===== config.mk =====
export PLATFORM = sky130hd
export DESIGN_NAME = kclc_entry
export DESIGN_NICKNAME = d
export VERILOG_FILES = /design/src/kclc_pkg.sv /design/src/kclc_judge.sv /design/src/kclc_entry.sv
export VERILOG_INCLUDE_DIRS = /design/src /design/src/src
export SDC_FILE = /design/constraint.sdc
export NUM_CORES = 1
export LEC_CHECK = 0
export ABC_CLOCK_PERIOD_IN_PS = 3000
export BUFFER_PORTS_ARGS = -buffer_cell sky130_fd_sc_hd__buf_4
export CELL_PAD_IN_SITES_DETAIL_PLACEMENT = 1
export CELL_PAD_IN_SITES_GLOBAL_PLACEMENT = 2
export CORE_AREA = 3 3 121 123
export CTS_BUF_LIST = sky130_fd_sc_hd__clkbuf_8 sky130_fd_sc_hd__clkbuf_16
export CTS_CLUSTER_DIAMETER = 50
export DETAILED_ROUTE_END_ITERATION = 6
export DIE_AREA = 0 0 124 126
export GPL_ROUTABILITY_DRIVEN = 0
export PLACE_DENSITY = 0.81
export SKIP_CTS_REPAIR_TIMING = 1
export SLEW_MARGIN = 5
export SYNTH_ARGS = -nofsm -noshare
export SYNTH_HDL_FRONTEND = slang
export SYNTH_SLANG_ARGS = --single-unit

===== constraint.sdc =====
create_clock -name clk_i -period 3 [get_ports clk_i]
set_input_delay 0.45 -clock clk_i [delete_from_list [all_inputs] [get_ports clk_i]]
set_output_delay 0.45 -clock clk_i [all_outputs]
set_load 0.005 [all_outputs]

===== src/assert_macros.svh =====
// assertion helpers shared by the rtl files
`ifndef ASSERT_MACROS_SVH
`define ASSERT_MACROS_SVH

// property must hold at every rising edge outside reset
`define ASSERT_HOLDS(lbl, clk, rst_n, prop, msg) \
  lbl: assert property (@(posedge clk) disable iff (!rst_n) (prop)) else $error(msg);

// condition must never be seen at a rising edge outside reset
`define ASSERT_NEVER(lbl, clk, rst_n, cond, msg) \
  lbl: assert property (@(posedge clk) disable iff (!rst_n) !(cond)) else $error(msg);

`endif


===== src/kclc_pkg.sv =====
// ----------------------------------------------------------------------------
// kclc_pkg
// Types and constants shared by the keypad code lock checker.
// ----------------------------------------------------------------------------
package kclc_pkg;

  localparam int unsigned CODE_W    = 24;  // six bcd nibbles per code
  localparam int unsigned NUM_NIBS  = 6;
  localparam int unsigned NUM_USERS = 3;
  localparam int unsigned COUNT_W   = 3;
  localparam int unsigned KEY_W     = 5;
  localparam int unsigned DIGIT_W   = 4;
  localparam int unsigned VERDICT_W = 3;
  localparam int unsigned APB_AW    = 5;
  localparam int unsigned APB_DW    = 32;

  // key codes
  localparam logic [KEY_W-1:0] KEY_DIGIT_MAX = 5'd9;
  localparam logic [KEY_W-1:0] KEY_BACK_A    = 5'd11;
  localparam logic [KEY_W-1:0] KEY_BACK_B    = 5'd12;
  localparam logic [KEY_W-1:0] KEY_QUIT_A    = 5'd13;
  localparam logic [KEY_W-1:0] KEY_QUIT_B    = 5'd14;

  // verdict codes
  localparam logic [VERDICT_W-1:0] VD_WRONG  = 3'd0;
  localparam logic [VERDICT_W-1:0] VD_ROOT   = 3'd1;
  localparam logic [VERDICT_W-1:0] VD_USER_A = 3'd2;
  localparam logic [VERDICT_W-1:0] VD_USER_B = 3'd3;
  localparam logic [VERDICT_W-1:0] VD_USER_C = 3'd4;

  // register indexes on the apb port
  typedef enum logic [2:0] {
    REG_ROOT_CODE   = 3'd0,
    REG_USER_CODE_A = 3'd1,
    REG_USER_CODE_B = 3'd2,
    REG_USER_CODE_C = 3'd3,
    REG_USER_MASK   = 3'd4,
    REG_USERS_EN    = 3'd5
  } reg_idx_e;

  // event reported for each key
  typedef enum logic [2:0] {
    EV_STORED  = 3'd0,
    EV_REMOVED = 3'd1,
    EV_IGNORED = 3'd2,
    EV_VERDICT = 3'd3,
    EV_ABORTED = 3'd4
  } event_e;

  typedef struct packed {
    logic [CODE_W-1:0]                    root_code;
    logic [NUM_USERS-1:0][CODE_W-1:0]     user_code;
    logic [NUM_USERS-1:0]                 user_valid_mask;
    logic                                 users_enabled;
  } cfg_t;

  typedef struct packed {
    event_e                 event_res;
    logic [COUNT_W-1:0]     position;
    logic [DIGIT_W-1:0]     digit;
    logic [VERDICT_W-1:0]   verdict;
  } res_t;

endpackage


===== src/kclc_judge.sv =====
// ----------------------------------------------------------------------------
// kclc_judge
// Compares a full entry against the root and user codes in parallel and
// picks the verdict by priority.
// ----------------------------------------------------------------------------
module kclc_judge import kclc_pkg::*; #(
  parameter int unsigned CODE_DIGITS = 6
) (
  input  logic [CODE_DIGITS-1:0][DIGIT_W-1:0] entry_i,
  input  cfg_t                                cfg_i,
  output logic [VERDICT_W-1:0]                verdict_o
);

  logic                 root_hit;
  logic [NUM_USERS-1:0] user_hit;

  // digit i of the entry against the i-th nibble from the top of each code
  always_comb begin
    root_hit = 1'b1;
    user_hit = '1;
    for (int i = 0; i < CODE_DIGITS; i++) begin
      if (entry_i[i] != cfg_i.root_code[CODE_W-1-DIGIT_W*i -: DIGIT_W]) begin
        root_hit = 1'b0;
      end
      for (int s = 0; s < NUM_USERS; s++) begin
        if (entry_i[i] != cfg_i.user_code[s][CODE_W-1-DIGIT_W*i -: DIGIT_W]) begin
          user_hit[s] = 1'b0;
        end
      end
    end
    user_hit = user_hit & cfg_i.user_valid_mask & {NUM_USERS{cfg_i.users_enabled}};
  end

  // root first, then lower user slots
  always_comb begin
    priority if (root_hit) begin
      verdict_o = VD_ROOT;
    end else if (user_hit[0]) begin
      verdict_o = VD_USER_A;
    end else if (user_hit[1]) begin
      verdict_o = VD_USER_B;
    end else if (user_hit[2]) begin
      verdict_o = VD_USER_C;
    end else begin
      verdict_o = VD_WRONG;
    end
  end

endmodule


===== src/kclc_entry.sv =====
// ----------------------------------------------------------------------------
// kclc_entry
// Entry buffer and digit count; decodes one key and forms its result.
// ----------------------------------------------------------------------------
`include "assert_macros.svh"

module kclc_entry import kclc_pkg::*; #(
  parameter int unsigned CODE_DIGITS = 6
) (
  input  logic             clk_i,
  input  logic             rst_ni,
  input  logic             fire_i,
  input  logic [KEY_W-1:0] key_i,
  input  cfg_t             cfg_i,
  output res_t             res_o
);

  logic [CODE_DIGITS-1:0][DIGIT_W-1:0] digits_q;
  logic [CODE_DIGITS-1:0][DIGIT_W-1:0] cand;
  logic [COUNT_W-1:0]                  count_q, count_d;
  logic [VERDICT_W-1:0]                judge_verdict;
  logic                                is_digit;
  logic                                last_digit;

  assign is_digit   = (key_i <= KEY_DIGIT_MAX);
  assign last_digit = (count_q == COUNT_W'(CODE_DIGITS - 1));

  // buffer as it stands with this key placed at the current position
  always_comb begin
    for (int i = 0; i < CODE_DIGITS; i++) begin
      cand[i] = (count_q == COUNT_W'(i)) ? key_i[DIGIT_W-1:0] : digits_q[i];
    end
  end

  kclc_judge #(
    .CODE_DIGITS (CODE_DIGITS)
  ) u_judge (
    .entry_i   (cand),
    .cfg_i     (cfg_i),
    .verdict_o (judge_verdict)
  );

  // key decode
  always_comb begin
    count_d           = count_q;
    res_o.event_res   = EV_IGNORED;
    res_o.digit       = '0;
    res_o.verdict     = VD_WRONG;
    priority if (is_digit) begin
      res_o.digit = key_i[DIGIT_W-1:0];
      if (last_digit) begin
        count_d         = '0;
        res_o.event_res = EV_VERDICT;
        res_o.verdict   = judge_verdict;
      end else begin
        count_d         = count_q + COUNT_W'(1);
        res_o.event_res = EV_STORED;
      end
    end else if (key_i == KEY_BACK_A || key_i == KEY_BACK_B) begin
      if (count_q != '0) begin
        count_d         = count_q - COUNT_W'(1);
        res_o.event_res = EV_REMOVED;
      end
    end else if (key_i == KEY_QUIT_A || key_i == KEY_QUIT_B) begin
      count_d         = '0;
      res_o.event_res = EV_ABORTED;
    end else begin
      count_d = count_q;
    end
    res_o.position = count_d;
  end

  // digit count
  always_ff @(posedge clk_i or negedge rst_ni) begin
    if (!rst_ni) begin
      count_q <= '0;
    end else if (fire_i) begin
      count_q <= count_d;
    end
  end

  // entry digits, written at the current position
  always_ff @(posedge clk_i) begin
    for (int i = 0; i < CODE_DIGITS; i++) begin
      if (fire_i && is_digit && count_q == COUNT_W'(i)) begin
        digits_q[i] <= key_i[DIGIT_W-1:0];
      end
    end
  end

  `ASSERT_HOLDS(a_count_in_range, clk_i, rst_ni, count_q < COUNT_W'(CODE_DIGITS), "entry count out of range")
  `ASSERT_HOLDS(a_verdict_clears, clk_i, rst_ni, fire_i && res_o.event_res == EV_VERDICT |=> count_q == '0, "buffer not emptied after verdict")

endmodule


; Yosys cells after proc, flatten, opt, wreduce, memory -nomap -nowiden
; Index checks and enable logic that the tools add are counted.
[op_classes]
n_addsub = 2
n_lt_le_gt_ge = 1
n_eq_ne = 33
n_mux = 46
bitwise_logic = 2
n_reduce_logical = 11
[op_table]
columns = operator, count
row1 = 4-bit != test, 24
row2 = 3-bit 2-to-1 mux, 13
row3 = 1-bit 2-to-1 mux, 24
row4 = 4-bit 2-to-1 mux, 6
row5 = "5-bit by 4-bit == test with 1-bit output, second input constant", 4
row6 = 1-bit logical AND, 7
row7 = 7-bit 2-to-1 mux, 1
row8 = 3-bit AND, 2
row9 = "3-bit by 2-bit == test with 1-bit output, second input constant", 2
row10 = "3-bit == test, second input constant", 2
row11 = "5-bit by 4-bit less-or-equal comparator with 1-bit output, second input constant", 1
row12 = 2-bit 2-to-1 mux, 2
row13 = "3-bit by 1-bit adder with 3-bit output, second input constant", 1
row14 = "3-bit by 1-bit == test with 1-bit output, second input constant", 1
row15 = 3-bit logical NOT, 1
row16 = 3-bit nonzero test, 1
row17 = "3-bit by 1-bit subtractor with 3-bit output, second input constant", 1
row18 = 1-bit logical OR, 2
[totals]
ff_bits = 27
output_inout_bits = 13

; Longest topological paths before layout
[logic_depth]
word_depth = 17
mapped_depth = 12
ltp_nobuf = 9

; Modules after synthesis
; A second synthesis with hierarchy kept.
[hier_totals]
hier_cells = 281
hier_area_um2 = 2707.6
[by_module_without_submodules]
columns = mod, n_inst, cells_each, area_each_um2, seq_area_each_um2
row1 = kclc_entry, 1, 144, 1614.0, 795.8
row2 = kclc_judge, 1, 137, 1093.5, 0.0

; Least setup slack after synthesis
; Ideal clock, no wire load.
[synth_path]
path_kind = register to output
startpoint = reg count_q[2]
endpoint = out res_o[2] in the netlist's numbering
arrival_ns = 2.756
required_time_ns = 2.550
path_slack_ns = -0.206
stages_incl_launch_ff = 13
n_path_buf = 3
path_cell_list = dfrtp_1 buf_6 buf_4 inv_2 ha_1 buf_2 mux2i_2 xor2_1 o21ai_1 a221oi_1 o2111ai_1 or4_1 and4bb_1
[synth_rtl]
columns = item, line_no
row1 = start: declaration, kclc_entry.sv:20  ; logic [COUNT_W-1:0] count_q, count_d;
row2 = start signal: assignment, kclc_entry.sv:78  ; count_q <= count_d;
row3 = end: declaration, kclc_entry.sv:15  ; output res_t res_o

==> results.py <==
metrics = {
    "worst_setup_path": {
        "endpoint_kind": "output pin",
        "rr_worst_depth": 9,
        "cp.required_ns": 2.55,
        "crit_fanout": 5,
        "critPathLaunchType": "flop",
        "crit_arrival_ns": 3.05,
        "worstSetupPathType": "reg2out",
    },
    "pwr": {
        "netSwitchingFraction": 0.449,
        "peakVddDrop_mv": 0.315,
        "switchingPower_mw": 1.56,
        "power_frac_clock": 0.095,
        "powerDensity_nw_per_um2": 604,
        "power_frac_comb": 0.762,
        "seq_power_share": 0.143,
        "p_leak_nw": 2.43,
        "p_int_mw": 1.91,
    },
    "die": {
        "core_area_um2": 13800,
        "rows": 43,
        "start_util": 0.266,
        "ios": 121,
        "dieArea_um2": 15600,
        "die_y_um": 126,
        "die_w_um": 124,
    },
    "cts": {
        "clk_latency_ns": 0.27,
        "cts_tree": "done",
        "htree_levels": 1,
        "cts_made_buffers": 3,
        "cts_root_buffer": "clkbuf_16",
        "clk_pin_slew_ns": 0.08,
        "clkSinkCount": 27,
        "clock_path_buffers": 2,
    },
    "run_status": {
        "status": "complete, but fails checks",
        "violations": "negative setup slack",
    },
    "logic_synthesis": {
        "yosys.cell_count.top_type": "xnor2_1",
        "ys_seq_elements": 27,
        "syn-num-nets": 557,
        "ys_top_cells_by_area": "edfxtp_1 (20%), xnor2_1 (11%), xor2_1 (5.3%)",
        "synth_top_area_share": 0.197,
        "yosysUniqueCellTypes": 72,
        "ys_warn_count": 0,
        "synth-seq-area-share": 0.217,
        "synthFlopType": "edfxtp_1",
        "synth_edf_count": 24,
        "synth_area_per_cell_um2": 8.26,
        "yosysTopAreaCell": "edfxtp_1",
        "async_flop_share": 0.111,
        "synth_top_cells_by_count": "xnor2_1 (46), inv_1 (28), o21ai_0 (25)",
        "syn-instance-count": 443,
        "syn_area_um2": 3660,
    },
    "global_routing": {
        "first_global_vias": 4852,
        "grt_overflow": 0,
        "grtUsageTotal": 0.257,
        "grt_first_pass_wirelength_um": 30000,
        "antenna_found_initial": 0,
        "grt_start_max_net_pins": 17,
    },
    "sta": {
        "tightest_slew_ns": 0.469,
        "min_period_over_period": 1.17,
        "skew_ns": 0.00562,
        "fmax_mhz": 286,
        "setup_viol": 3,
        "finalCriticalPeriod_ns": 3.50,
        "layout_setup_ws_ns": -0.496,
        "finalHoldViolCount": 0,
        "slew_headroom": 0.679,
        "rsz0062_at_grt": "true",
        "report.final.slew_viol_count": 0,
    },
    "route": {
        "wl_um": 20700,
        "drc_errors": 0,
        "vias": 4777,
        "vias_per_cell": 5.80,
        "drtIter0Drc": 483,
        "final_antenna_net_count": 0,
        "firstDrtPassIters": 5,
        "wl_per_cell_um": 25.1,
    },
    "worst_hold_path": {
        "min_path_cells": 2,
        "hold_path.class": "in2reg",
    },
    "place": {
        "hpwl_um": 17000,
        "place_area_um2": 5430,
        "pre_cts_ws_ns": -0.520,
        "place_inst": 813,
        "portBuffers": 120,
    },
    "finish": {
        "fillCellCount": 1676,
        "num_antenna_cells": 0,
        "final_area_um2": 5750,
        "layout.cells.non_filler": 824,
        "area_growth_pct": 57.1,
        "finalNetCount": 759,
        "layout-drive-gt1-share": 0.419,
    },
    "flow_run": {
        "max-cap-violations": 0,
    },
}
flip-flops by register name (all words and copies together), names as in the netlist:
name      cells
digits_q     24
count_q       3
cell usage in the layout (no fill, tap or decap), types with 3 or more instances in the layout:
cell / n
buf_4: 216
xnor2_1: 46
inv_1: 26
nand2_1: 24
edfxtp_1: 24
o21ai_0: 23
xor2_1: 22
a21oi_1: 20
nand3_1: 16
nor2_1: 15
o22ai_1: 13
mux2i_1: 12
nor3_1: 8
nand2b_1: 8
nor2b_1: 8
a22o_1: 8
a22oi_1: 7
and3_1: 7
o211ai_1: 7
o2111ai_1: 6
o21ai_1: 6
nand3b_1: 5
mux2i_4: 5
nor4_1: 5
a221oi_2: 5
buf_6: 5
and2_1: 4
a31oi_1: 4
nand4_1: 4
o221ai_1: 3
mux2i_2: 3
o2bb2ai_1: 3
a32oi_1: 3
or3_1: 3
a2111oi_2: 3
mux2_2: 3
ha_4: 3
clkbuf_16: 3
kinds of logic after synthesis:
group	after synthesis	synth area share
AOI/OAI and AO/OA	139	0.271
xor gates and xnor gates	68	0.163
adders and majority gates	6	0.0205
buffers and inverters	56	0.0663
DFF	27	0.217
muxes	23	0.0728
and+or+nand+nor	124	0.189
per-layer routing:
layer,track usage,part of all wire
met1,0.344,0.39
met4,0.102,0.049
met2,0.414,0.46
met5,0,0
met3,0.0355,0.094
through the flow:
step                 util  power, mW  TNS, ns  hold slack (ns)
floorplan               -       1.70        0            0.154
global placement    0.394       2.80    -1.12            0.245
detailed placement  0.394       2.86    -1.42            0.247
CTS                 0.400       3.21    -2.37          -0.0537
global route        0.418       3.63    -1.71            0.487
finish              0.418       3.47    -1.37            0.479
worst max-delay path, cell delays in order (launching register included):
cell and delay [ns]:
dfrtp_1 0.42, ha_2 0.23, ha_4 0.18, mux2i_2 0.22, buf_4 0.20, xor2_1 0.22
o21ai_0 0.16, nor4_1 0.32, nand4_1 0.19, a2bb2o_2 0.27, and4bb_1 0.23, buf_4 0.14
final timing paths:
| kind | from | slack [ns] | endpoint |
|---|---|---|---|
| worst max-delay path | count_q[1] | -0.50 | res_o[2] |
| max in group asynchronous | rst_ni | 2.40 | count_q[0] |
| min in group asynchronous | rst_ni | 0.49 | count_q[2] |
| worst min register to register | count_q[2] | 0.72 | count_q[2] |
| worst min-delay path | fire_i | 0.48 | count_q[2] |
| worst max register to register | count_q[1] | 0.74 | count_q[1] |
cell type report:
| cell class | instances | area (um2) | share of cell area |
|---|---|---|---|
| inverters | 29 | 111 | 0.0194 |
| clock buffers | 3 | 75.1 | 0.0131 |
| repair buffers | 224 | 1730 | 0.300 |
| flip-flops and latches | 27 | 798 | 0.139 |
| multi-input cells | 360 | 2810 | 0.488 |
| well taps | 180 | 225 | 0.0392 |
| clock inverters | 1 | 5.00 | 0.000870 |
power groups by stage:
| stage | registers, mW | logic (mW) | clock network, mW |
|---|---|---|---|
| finish | 0.496 | 2.65 | 0.331 |
| global route | 0.499 | 2.78 | 0.346 |
| CTS | 0.490 | 2.38 | 0.338 |
| floorplan | 0.483 | 1.21 | 0 |
| global placement | 0.495 | 2.31 | 0 |
| detailed placement | 0.498 | 2.36 | 0 |
Note: power is estimated with default switching activity, not from simulation.
